`src/hdl/fmtf_pkg.sv`:
```
// ----------------------------------------------------------------------------
// fmtf_pkg
// Shared types and constants of the message template filter.
// ----------------------------------------------------------------------------
package fmtf_pkg;

   localparam int unsigned HeaderBytes = 10;
   localparam int unsigned CountWidth  = 4;

   localparam logic [31:0] SeqLowerReset = 32'd731915;
   localparam logic [31:0] SeqUpperReset = 32'd732490;
   localparam logic [15:0] WantedReset   = 16'd145;

   // bit positions inside a body byte
   localparam int unsigned StopBitPos  = 7;
   localparam int unsigned PmapBitPos  = 6;

   // configuration register indexes
   typedef enum logic [1:0] {
      CSR_SEQ_LOWER = 2'd0,
      CSR_SEQ_UPPER = 2'd1,
      CSR_WANTED    = 2'd2
   } csr_index_type;

   // parser phase, one-hot
   typedef enum logic [3:0] {
      PH_HEADER = 4'b0001,
      PH_PMAP   = 4'b0010,
      PH_TMPL   = 4'b0100,
      PH_SKIP   = 4'b1000
   } phase_type;

   typedef struct packed {
      logic [31:0] seq_lower;
      logic [31:0] seq_upper;
      logic [15:0] wanted;
   } cfg_type;

   typedef struct packed {
      logic [31:0] seq_number;
      logic [15:0] chunk_count;
      logic [15:0] chunk_index;
      logic [15:0] body_length;
      logic [15:0] template_id;
      logic        template_found;
      logic        keep;
   } result_type;

endpackage

```
`src/hdl/fmtf_parser.sv`:
```
// ----------------------------------------------------------------------------
// fmtf_parser
// Byte-at-a-time packet parser: header capture, presence map and template
// field decode, filter decision on the last byte of each packet.
// ----------------------------------------------------------------------------
module fmtf_parser
   import fmtf_pkg::*;
(
   input  logic       clock,
   input  logic       reset,
   input  logic       byte_valid,
   input  logic [7:0] byte_data,
   input  cfg_type    cfg,
   output logic       emit,
   output result_type result
);

   localparam logic [CountWidth-1:0] LastHeaderByte = CountWidth'(HeaderBytes - 1);

   phase_type             phase_ff, phase_in;
   logic [CountWidth-1:0] hdr_cnt_ff, hdr_cnt_in;
   logic [31:0]           seq_ff, seq_in;
   logic [15:0]           chunks_ff, chunks_in;
   logic [15:0]           index_ff, index_in;
   logic [15:0]           length_ff, length_in;
   logic [15:0]           left_ff, left_in;
   logic                  pmap_started_ff, pmap_started_in;
   logic                  tmpl_bit_ff, tmpl_bit_in;
   logic [15:0]           acc_ff, acc_in;
   logic [15:0]           tmpl_val_ff, tmpl_val_in;
   logic                  tmpl_seen_ff, tmpl_seen_in;

   logic        stop;
   logic        tbit_now;
   logic [15:0] new_length;
   logic        in_window;

   assign stop       = byte_data[StopBitPos];
   assign tbit_now   = pmap_started_ff ? tmpl_bit_ff : byte_data[PmapBitPos];
   assign new_length = {length_ff[7:0], byte_data};

   always_comb begin
      phase_in        = phase_ff;
      hdr_cnt_in      = hdr_cnt_ff;
      seq_in          = seq_ff;
      chunks_in       = chunks_ff;
      index_in        = index_ff;
      length_in       = length_ff;
      left_in         = left_ff;
      pmap_started_in = pmap_started_ff;
      tmpl_bit_in     = tmpl_bit_ff;
      acc_in          = acc_ff;
      tmpl_val_in     = tmpl_val_ff;
      tmpl_seen_in    = tmpl_seen_ff;
      emit            = 1'b0;

      if (byte_valid) begin
         unique case (phase_ff)
            PH_HEADER: begin
               hdr_cnt_in = hdr_cnt_ff + 1'b1;
               priority if (hdr_cnt_ff < CountWidth'(4)) begin
                  seq_in = {seq_ff[23:0], byte_data};
               end else if (hdr_cnt_ff < CountWidth'(6)) begin
                  chunks_in = {chunks_ff[7:0], byte_data};
               end else if (hdr_cnt_ff < CountWidth'(8)) begin
                  index_in = {index_ff[7:0], byte_data};
               end else begin
                  length_in = new_length;
               end
               if (hdr_cnt_ff == LastHeaderByte) begin
                  // header complete: start a fresh body
                  hdr_cnt_in      = '0;
                  pmap_started_in = 1'b0;
                  tmpl_bit_in     = 1'b0;
                  acc_in          = '0;
                  tmpl_val_in     = '0;
                  tmpl_seen_in    = 1'b0;
                  left_in         = new_length;
                  if (new_length == '0) begin
                     emit = 1'b1;
                  end else begin
                     phase_in = PH_PMAP;
                  end
               end
            end
            PH_PMAP: begin
               tmpl_bit_in     = tbit_now;
               pmap_started_in = 1'b1;
               if (stop) begin
                  pmap_started_in = 1'b0;
                  phase_in        = tbit_now ? PH_TMPL : PH_SKIP;
               end
            end
            PH_TMPL: begin
               // only the low 16 bits of the value are ever used
               acc_in = {acc_ff[8:0], byte_data[6:0]};
               if (stop) begin
                  tmpl_val_in  = acc_in;
                  tmpl_seen_in = 1'b1;
                  acc_in       = '0;
                  phase_in     = PH_SKIP;
               end
            end
            PH_SKIP: begin
            end
            default: begin
            end
         endcase

         if (phase_ff != PH_HEADER) begin
            left_in = left_ff - 1'b1;
            if (left_ff == 16'd1) begin
               emit     = 1'b1;
               phase_in = PH_HEADER;
            end
         end
      end
   end

   assign in_window = (seq_in > cfg.seq_lower) && (seq_in < cfg.seq_upper);

   always_comb begin
      result.seq_number     = seq_in;
      result.chunk_count    = chunks_in;
      result.chunk_index    = index_in;
      result.body_length    = length_in;
      result.template_found = tmpl_seen_in;
      result.template_id    = tmpl_seen_in ? tmpl_val_in : '0;
      result.keep           = in_window && tmpl_seen_in && (tmpl_val_in == cfg.wanted);
   end

   always_ff @(posedge clock) begin
      if (reset) begin
         phase_ff        <= PH_HEADER;
         hdr_cnt_ff      <= '0;
         seq_ff          <= '0;
         chunks_ff       <= '0;
         index_ff        <= '0;
         length_ff       <= '0;
         left_ff         <= '0;
         pmap_started_ff <= 1'b0;
         tmpl_bit_ff     <= 1'b0;
         acc_ff          <= '0;
         tmpl_val_ff     <= '0;
         tmpl_seen_ff    <= 1'b0;
      end else begin
         phase_ff        <= phase_in;
         hdr_cnt_ff      <= hdr_cnt_in;
         seq_ff          <= seq_in;
         chunks_ff       <= chunks_in;
         index_ff        <= index_in;
         length_ff       <= length_in;
         left_ff         <= left_in;
         pmap_started_ff <= pmap_started_in;
         tmpl_bit_ff     <= tmpl_bit_in;
         acc_ff          <= acc_in;
         tmpl_val_ff     <= tmpl_val_in;
         tmpl_seen_ff    <= tmpl_seen_in;
      end
   end

endmodule

```
`src/hdl/fast_message_template_filter.sv`:
```
// ----------------------------------------------------------------------------
// fast_message_template_filter
// Packet header capture and template filter for a FAST market data stream.
// ----------------------------------------------------------------------------
// The block takes one byte word per clock on the req_ channel and delivers
// one rsp_ word per packet, on the cycle after the packet's last byte is
// taken (the tenth header byte when the body length is zero). Each byte goes
// through one pass of parser logic straight into the parser state and the
// result register, so a byte can be accepted every cycle; the only thing
// that stops input is a finished result still waiting in the result register
// while rsp_ready is low. A packet is a 10-byte big-endian header (sequence
// number, chunk count, chunk index, body length) and a body of stop-bit
// fields. The first field is the presence map; when its first map bit is set
// the second field is the template ID. keep is set when the sequence number
// lies strictly between the two bounds and the template matches. Write the
// csr_ registers only while no packet is in progress.
// ----------------------------------------------------------------------------
module fast_message_template_filter
   import fmtf_pkg::*;
(
   input  logic        clock,
   input  logic        reset,
   // byte input
   input  logic        req_valid,
   output logic        req_ready,
   input  logic [7:0]  req_data_byte,
   // packet result
   output logic        rsp_valid,
   input  logic        rsp_ready,
   output logic [31:0] rsp_seq_number,
   output logic [15:0] rsp_chunk_count,
   output logic [15:0] rsp_chunk_index,
   output logic [15:0] rsp_body_length,
   output logic [15:0] rsp_template_id,
   output logic        rsp_template_found,
   output logic        rsp_keep,
   // configuration
   input  logic        csr_wr_en,
   input  logic [1:0]  csr_index,
   input  logic [31:0] csr_wdata
);

   cfg_type    cfg_ff, cfg_in;
   logic       rsp_valid_ff, rsp_valid_in;
   result_type rsp_ff, rsp_in;
   logic       accept;
   logic       emit;
   result_type result;

   // Take a new byte whenever the result register is free or drains this cycle.
   assign req_ready = !rsp_valid_ff || rsp_ready;
   assign accept    = req_valid && req_ready;

   // Configuration writes; an index past the register list is dropped.
   always_comb begin
      cfg_in = cfg_ff;
      if (csr_wr_en) begin
         unique case (csr_index_type'(csr_index))
            CSR_SEQ_LOWER: cfg_in.seq_lower = csr_wdata;
            CSR_SEQ_UPPER: cfg_in.seq_upper = csr_wdata;
            CSR_WANTED:    cfg_in.wanted    = csr_wdata[15:0];
            default:       cfg_in           = cfg_ff;
         endcase
      end
   end

   fmtf_parser u_parser (
      .clock      (clock),
      .reset      (reset),
      .byte_valid (accept),
      .byte_data  (req_data_byte),
      .cfg        (cfg_ff),
      .emit       (emit),
      .result     (result)
   );

   // Result register: load on a finished packet, clear once the word is taken.
   always_comb begin
      rsp_valid_in = rsp_valid_ff;
      rsp_in       = rsp_ff;
      if (rsp_valid_ff && rsp_ready) begin
         rsp_valid_in = 1'b0;
      end
      if (emit) begin
         rsp_valid_in = 1'b1;
         rsp_in       = result;
      end
   end

   always_ff @(posedge clock) begin
      if (reset) begin
         cfg_ff.seq_lower <= SeqLowerReset;
         cfg_ff.seq_upper <= SeqUpperReset;
         cfg_ff.wanted    <= WantedReset;
         rsp_valid_ff     <= 1'b0;
      end else begin
         cfg_ff       <= cfg_in;
         rsp_valid_ff <= rsp_valid_in;
      end
   end

   // payload: no reset needed
   always_ff @(posedge clock) begin
      rsp_ff <= rsp_in;
   end

   assign rsp_valid          = rsp_valid_ff;
   assign rsp_seq_number     = rsp_ff.seq_number;
   assign rsp_chunk_count    = rsp_ff.chunk_count;
   assign rsp_chunk_index    = rsp_ff.chunk_index;
   assign rsp_body_length    = rsp_ff.body_length;
   assign rsp_template_id    = rsp_ff.template_id;
   assign rsp_template_found = rsp_ff.template_found;
   assign rsp_keep           = rsp_ff.keep;

   // A held result must block further input, or a new word could overwrite it.
   a_hold_blocks_input: assert property (@(posedge clock) disable iff (reset)
      (rsp_valid && !rsp_ready) |-> !req_ready)
      else $error("input accepted while result word is stalled");

   // A kept packet always carries a decoded template.
   a_keep_needs_template: assert property (@(posedge clock) disable iff (reset)
      (rsp_valid && rsp_keep) |-> rsp_template_found)
      else $error("keep set without a template");

   // Without a template the reported ID reads as zero.
   a_absent_id_zero: assert property (@(posedge clock) disable iff (reset)
      (rsp_valid && !rsp_template_found) |-> (rsp_template_id == 16'd0))
      else $error("template ID nonzero while absent");

   // A result only appears after a byte was taken.
   a_result_from_byte: assert property (@(posedge clock) disable iff (reset)
      $rose(rsp_valid) |-> $past(accept))
      else $error("result without an accepted byte");

endmodule
```
`config.mk`:
```
export PLATFORM = sky130hd
export DESIGN_NAME = fast_message_template_filter
export DESIGN_NICKNAME = d
export VERILOG_FILES = /design/src/hdl/fmtf_pkg.sv /design/src/hdl/fmtf_parser.sv /design/src/hdl/fast_message_template_filter.sv
export SDC_FILE = /design/constraint.sdc
export NUM_CORES = 1
export LEC_CHECK = 0
export ABC_AREA = 1
export ABC_CLOCK_PERIOD_IN_PS = 15100
export BUFFER_PORTS_ARGS = -buffer_cell sky130_fd_sc_hd__buf_2
export CAP_MARGIN = 10
export CORE_MARGIN = 5
export CORE_UTILIZATION = 40
export CTS_BUF_LIST = sky130_fd_sc_hd__clkbuf_16
export DETAILED_ROUTE_END_ITERATION = 8
export SYNTH_ARGS = -nofsm -noshare
export SYNTH_HDL_FRONTEND = slang
export SYNTH_SLANG_ARGS = --single-unit
```
`constraint.sdc`:
```
create_clock -name clock -period 15.1 [get_ports clock]
set_clock_uncertainty 0.2 [all_clocks]
set_input_delay 3.02 -clock clock [delete_from_list [all_inputs] [get_ports clock]]
set_output_delay 3.02 -clock clock [all_outputs]
set_load 0.05 [all_outputs]
```
==> impl_metrics.ini <==
[outcome]
status = complete, no violations

[global_routing]
grt_antenna_before_repair = 2
grt_usage_pct = 18.06
grt_pass1_wl_um = 56580
overflow = 0
grt_max_degree = 89
first_global_vias = 10389

[clocking]
numCtsBuffers = 35
cts.sinks = 311
clockRootBuffer = clkbuf_16
cts_hold_buffers = 0
postCtsSetupBuffers = 0
post_cts_resize_count = 0
clk_pin_slew_ps = 60
cts.path.max_buffers = 3
tritoncts = done
clock_latency_ps = 510
htree_levels = 2

[sta]
finalSetupViolCount = 0
fmax_ghz = 0.1482
rsz0062_at_grt = no
tns_ps = 0
max_slew_margin_pct = 30.04
worst_pin_slew_ps = 1049
layout_min_cycle_time_ps = 6748
fin_crit_sh_pct = 44.69
hold_viol_final = 0
drv_slew = 0

[pwr]
p_switching_uw = 607.6
switching_share_pct = 27.94
p_int_mw = 1.567
p_per_area_nw_per_um2 = 134.0
power_frac_seq_pct = 42.2
peakVddDrop_v = 0.00007060
combPwrFrac_pct = 17.7
p_leak_nw = 7.056
clock_power_share_pct = 40.1

[finish]
regMostFlops = cfg_ff
area_growth_pct = 16.63
drive_gt1_share_pct = 15.42
fillers = 3346
fin_nets = 1871
regArea_um2 = 7207
fin_cells = 2238
n_antenna_cell = 0
multi_input_area_um2 = 5419
largest_reg_flops = 80

[min_path]
hold_path.class = flop to flop
hold-path-cell-count = 2
hold_end = cfg_ff[77]
hp-start = cfg_ff[77]

[yosys]
yosys.cell_types.count = 43
synth_edf_count = 98
synthTopCellsByArea = dfxtp_1 (31%), edfxtp_1 (21%), nand2_1 (7.1%), inv_1 (6.9%), a21oi_1 (6.8%)
synth-seq-area-share_pct = 51.78
ys.flop_type = dfxtp_1
syn_area_um2 = 13920
syn_inst = 1633
async_flop_share_pct = 0
synth_warnings = 0
ys_seq_elements = 311
synth_fp_nets = 1745
synth_top_cell_area_share_pct = 30.64
synth.largest_area_cell = dfxtp_1
synth_area_per_cell_um2 = 8.522

[die]
rows = 68
fp.dieW_um = 196.5
io_pins = 147
start_util_pct = 40.39
fp.dieH_um = 196.5
core_region_area_um2 = 34460
dieArea_um2 = 38620

[route]
drt_wl_total_um = 35830
first_pass_iters = 5
routed.top_layer = met5
ant_nets = 0
drt_iter0_markers = 622
wl_met1_um = 17340
wl_per_cell_um = 16.01
dr_wl_met2_um = 15770
wl_met3_um = 2067
vias = 11051
vias_per_cell = 4.938
route.detailed.drc = 0

[worst_setup_path]
worst_path_max_delay_cell = buf_2
critical-path-top-delay-family = buffers and inverters
path_cells = buf_2 > inv_1 > nand2_1 > buf_2
r2r-end = rsp_keep
rrSetupSlack_ps = 10510
worst-path-buf-inv = 3
cp_slowest_stage_delay_ps = 220
path_class = input pin to output port
crit_top_cell = buf_2
critPathMaxFanout = 3
crit_arrival_ps = 3530
critPathCaptureType = output port
worst-r2r-cell-count = 20
required_ps = 11880
critPathLaunchType = input pin
r2r_start = u_parser.phase_ff[1]

[placed_design]
gp_congestion = 0.9009
place_inst = 2177
hpwl_um = 25130
io_buffers = 146

[job]
max_cap_violations = 0
-- worst reg2reg max path, delay by kind of cell, from the launching register on --
kind	cells	cell delay (ps)
buf+inv	5	1390
fa+ha+maj	1	200
compound gates	1	260
simple gates	13	1960
flops	1	330
-- Yosys cell counts (3+ instances only) --
| cell | count |
|---|---|
| o211ai_1 | 26 |
| nor3_1 | 12 |
| nand3_1 | 31 |
| ha_1 | 65 |
| xnor2_1 | 3 |
| nand3_2 | 3 |
| or2_2 | 33 |
| inv_1 | 254 |
| o21ai_1 | 4 |
| nand2_1 | 262 |
| xor2_1 | 5 |
| nor4_1 | 4 |
| and2_1 | 8 |
| clkinv_1 | 6 |
| nor2_1 | 116 |
| o21ai_0 | 112 |
| a21oi_1 | 189 |
| buf_2 | 19 |
| clkbuf_1 | 47 |
| a211oi_1 | 76 |
| nand4_1 | 7 |
| inv_2 | 12 |
| edfxtp_1 | 98 |
| nor2_4 | 3 |
| dfxtp_1 | 213 |
-- power by group through the flow --
| stage | Combinational (mW) | Clock [mW] | Sequential [mW] |
|---|---|---|---|
| after floorplan | 0.268 | 0 | 0.953 |
| after global placement | 0.376 | 0 | 0.935 |
| after detailed placement | 0.382 | 0 | 0.935 |
| after CTS | 0.385 | 0.894 | 0.917 |
| after global routing | 0.441 | 0.928 | 0.921 |
| final | 0.386 | 0.872 | 0.917 |
-- cell type report --
class / instances / share of cell area, %
flip-flops and latches: 311 / 44.40
multi-input cells: 980 / 33.38
inverters: 272 / 6.290
clock buffers: 38 / 5.858
repair buffers: 159 / 5.118
well taps: 455 / 3.507
clock inverters: 23 / 1.441
-- cell families after synthesis --
| family | count (synthesis) | synth area share, % |
|---|---|---|
| xor+xnor | 8 | 0.5035 |
| buf+inv | 342 | 9.449 |
| simple gates | 488 | 15.17 |
| flops | 311 | 51.78 |
| compound gates | 419 | 17.25 |
| fa+ha+maj | 65 | 5.844 |
-- worst max-delay path by stage --
stage	startpoint	end	slack, ps	depth (start not counted)
global route	rsp_ready	rsp_keep	8040	21
detailed placement	rsp_ready	rsp_keep	7960	19
CTS	rsp_ready	req_ready	8360	4
floorplan	rsp_ready	rsp_body_length[0]	3290	6
finish	rsp_ready	req_ready	8350	4
global placement	rsp_ready	rsp_keep	8050	19
-- through the flow --
stage / hold WS (ps) / util (%) / worst slack [ps] / total power [mW] / instance area (um^2)
2_1_floorplan: 235.3 / - / 3288 / 1.220 / 13920
3_3_place_gp: 250.3 / 43.67 / 8053 / 1.310 / 15050
3_5_place_dp: 258.2 / 43.67 / 7959 / 1.317 / 15050
4_1_cts: 267.1 / 47.11 / 8360 / 2.196 / 16230
5_1_grt: 289.1 / 47.11 / 8037 / 2.290 / 16230
6_report: 266.3 / 47.11 / 8352 / 2.175 / 16230
-- layout by cell type, fill, tap and decap left out, types with 5 or more instances in the layout --
cell	netlist	layout
nor3_1	12	10
buf_2	19	145
nor2_1	116	115
and2_1	8	8
inv_2	12	13
o21ai_0	112	111
clkinv_1	6	11
dfxtp_1	213	213
nand3_1	31	31
nand2_1	262	262
xor2_1	5	5
inv_1	254	259
o211ai_1	26	26
ha_1	65	65
nand4_1	7	7
a21oi_1	189	189
or2_2	33	33
bufinv_16	0	5
edfxtp_1	98	98
clkbuf_16	0	38
buf_4	2	14
a211oi_1	76	76
-- layer usage --
| layer | vias to the layer above | track usage [%] |
|---|---|---|
| li1 | 5650 | - |
| met1 | 5068 | 26.04 |
| met3 | 45 | 3.162 |
| met4 | 4 | 4.086 |
| met5 | - | 0 |
| met2 | 284 | 28.58 |
Power figures use the tool's default switching activity.
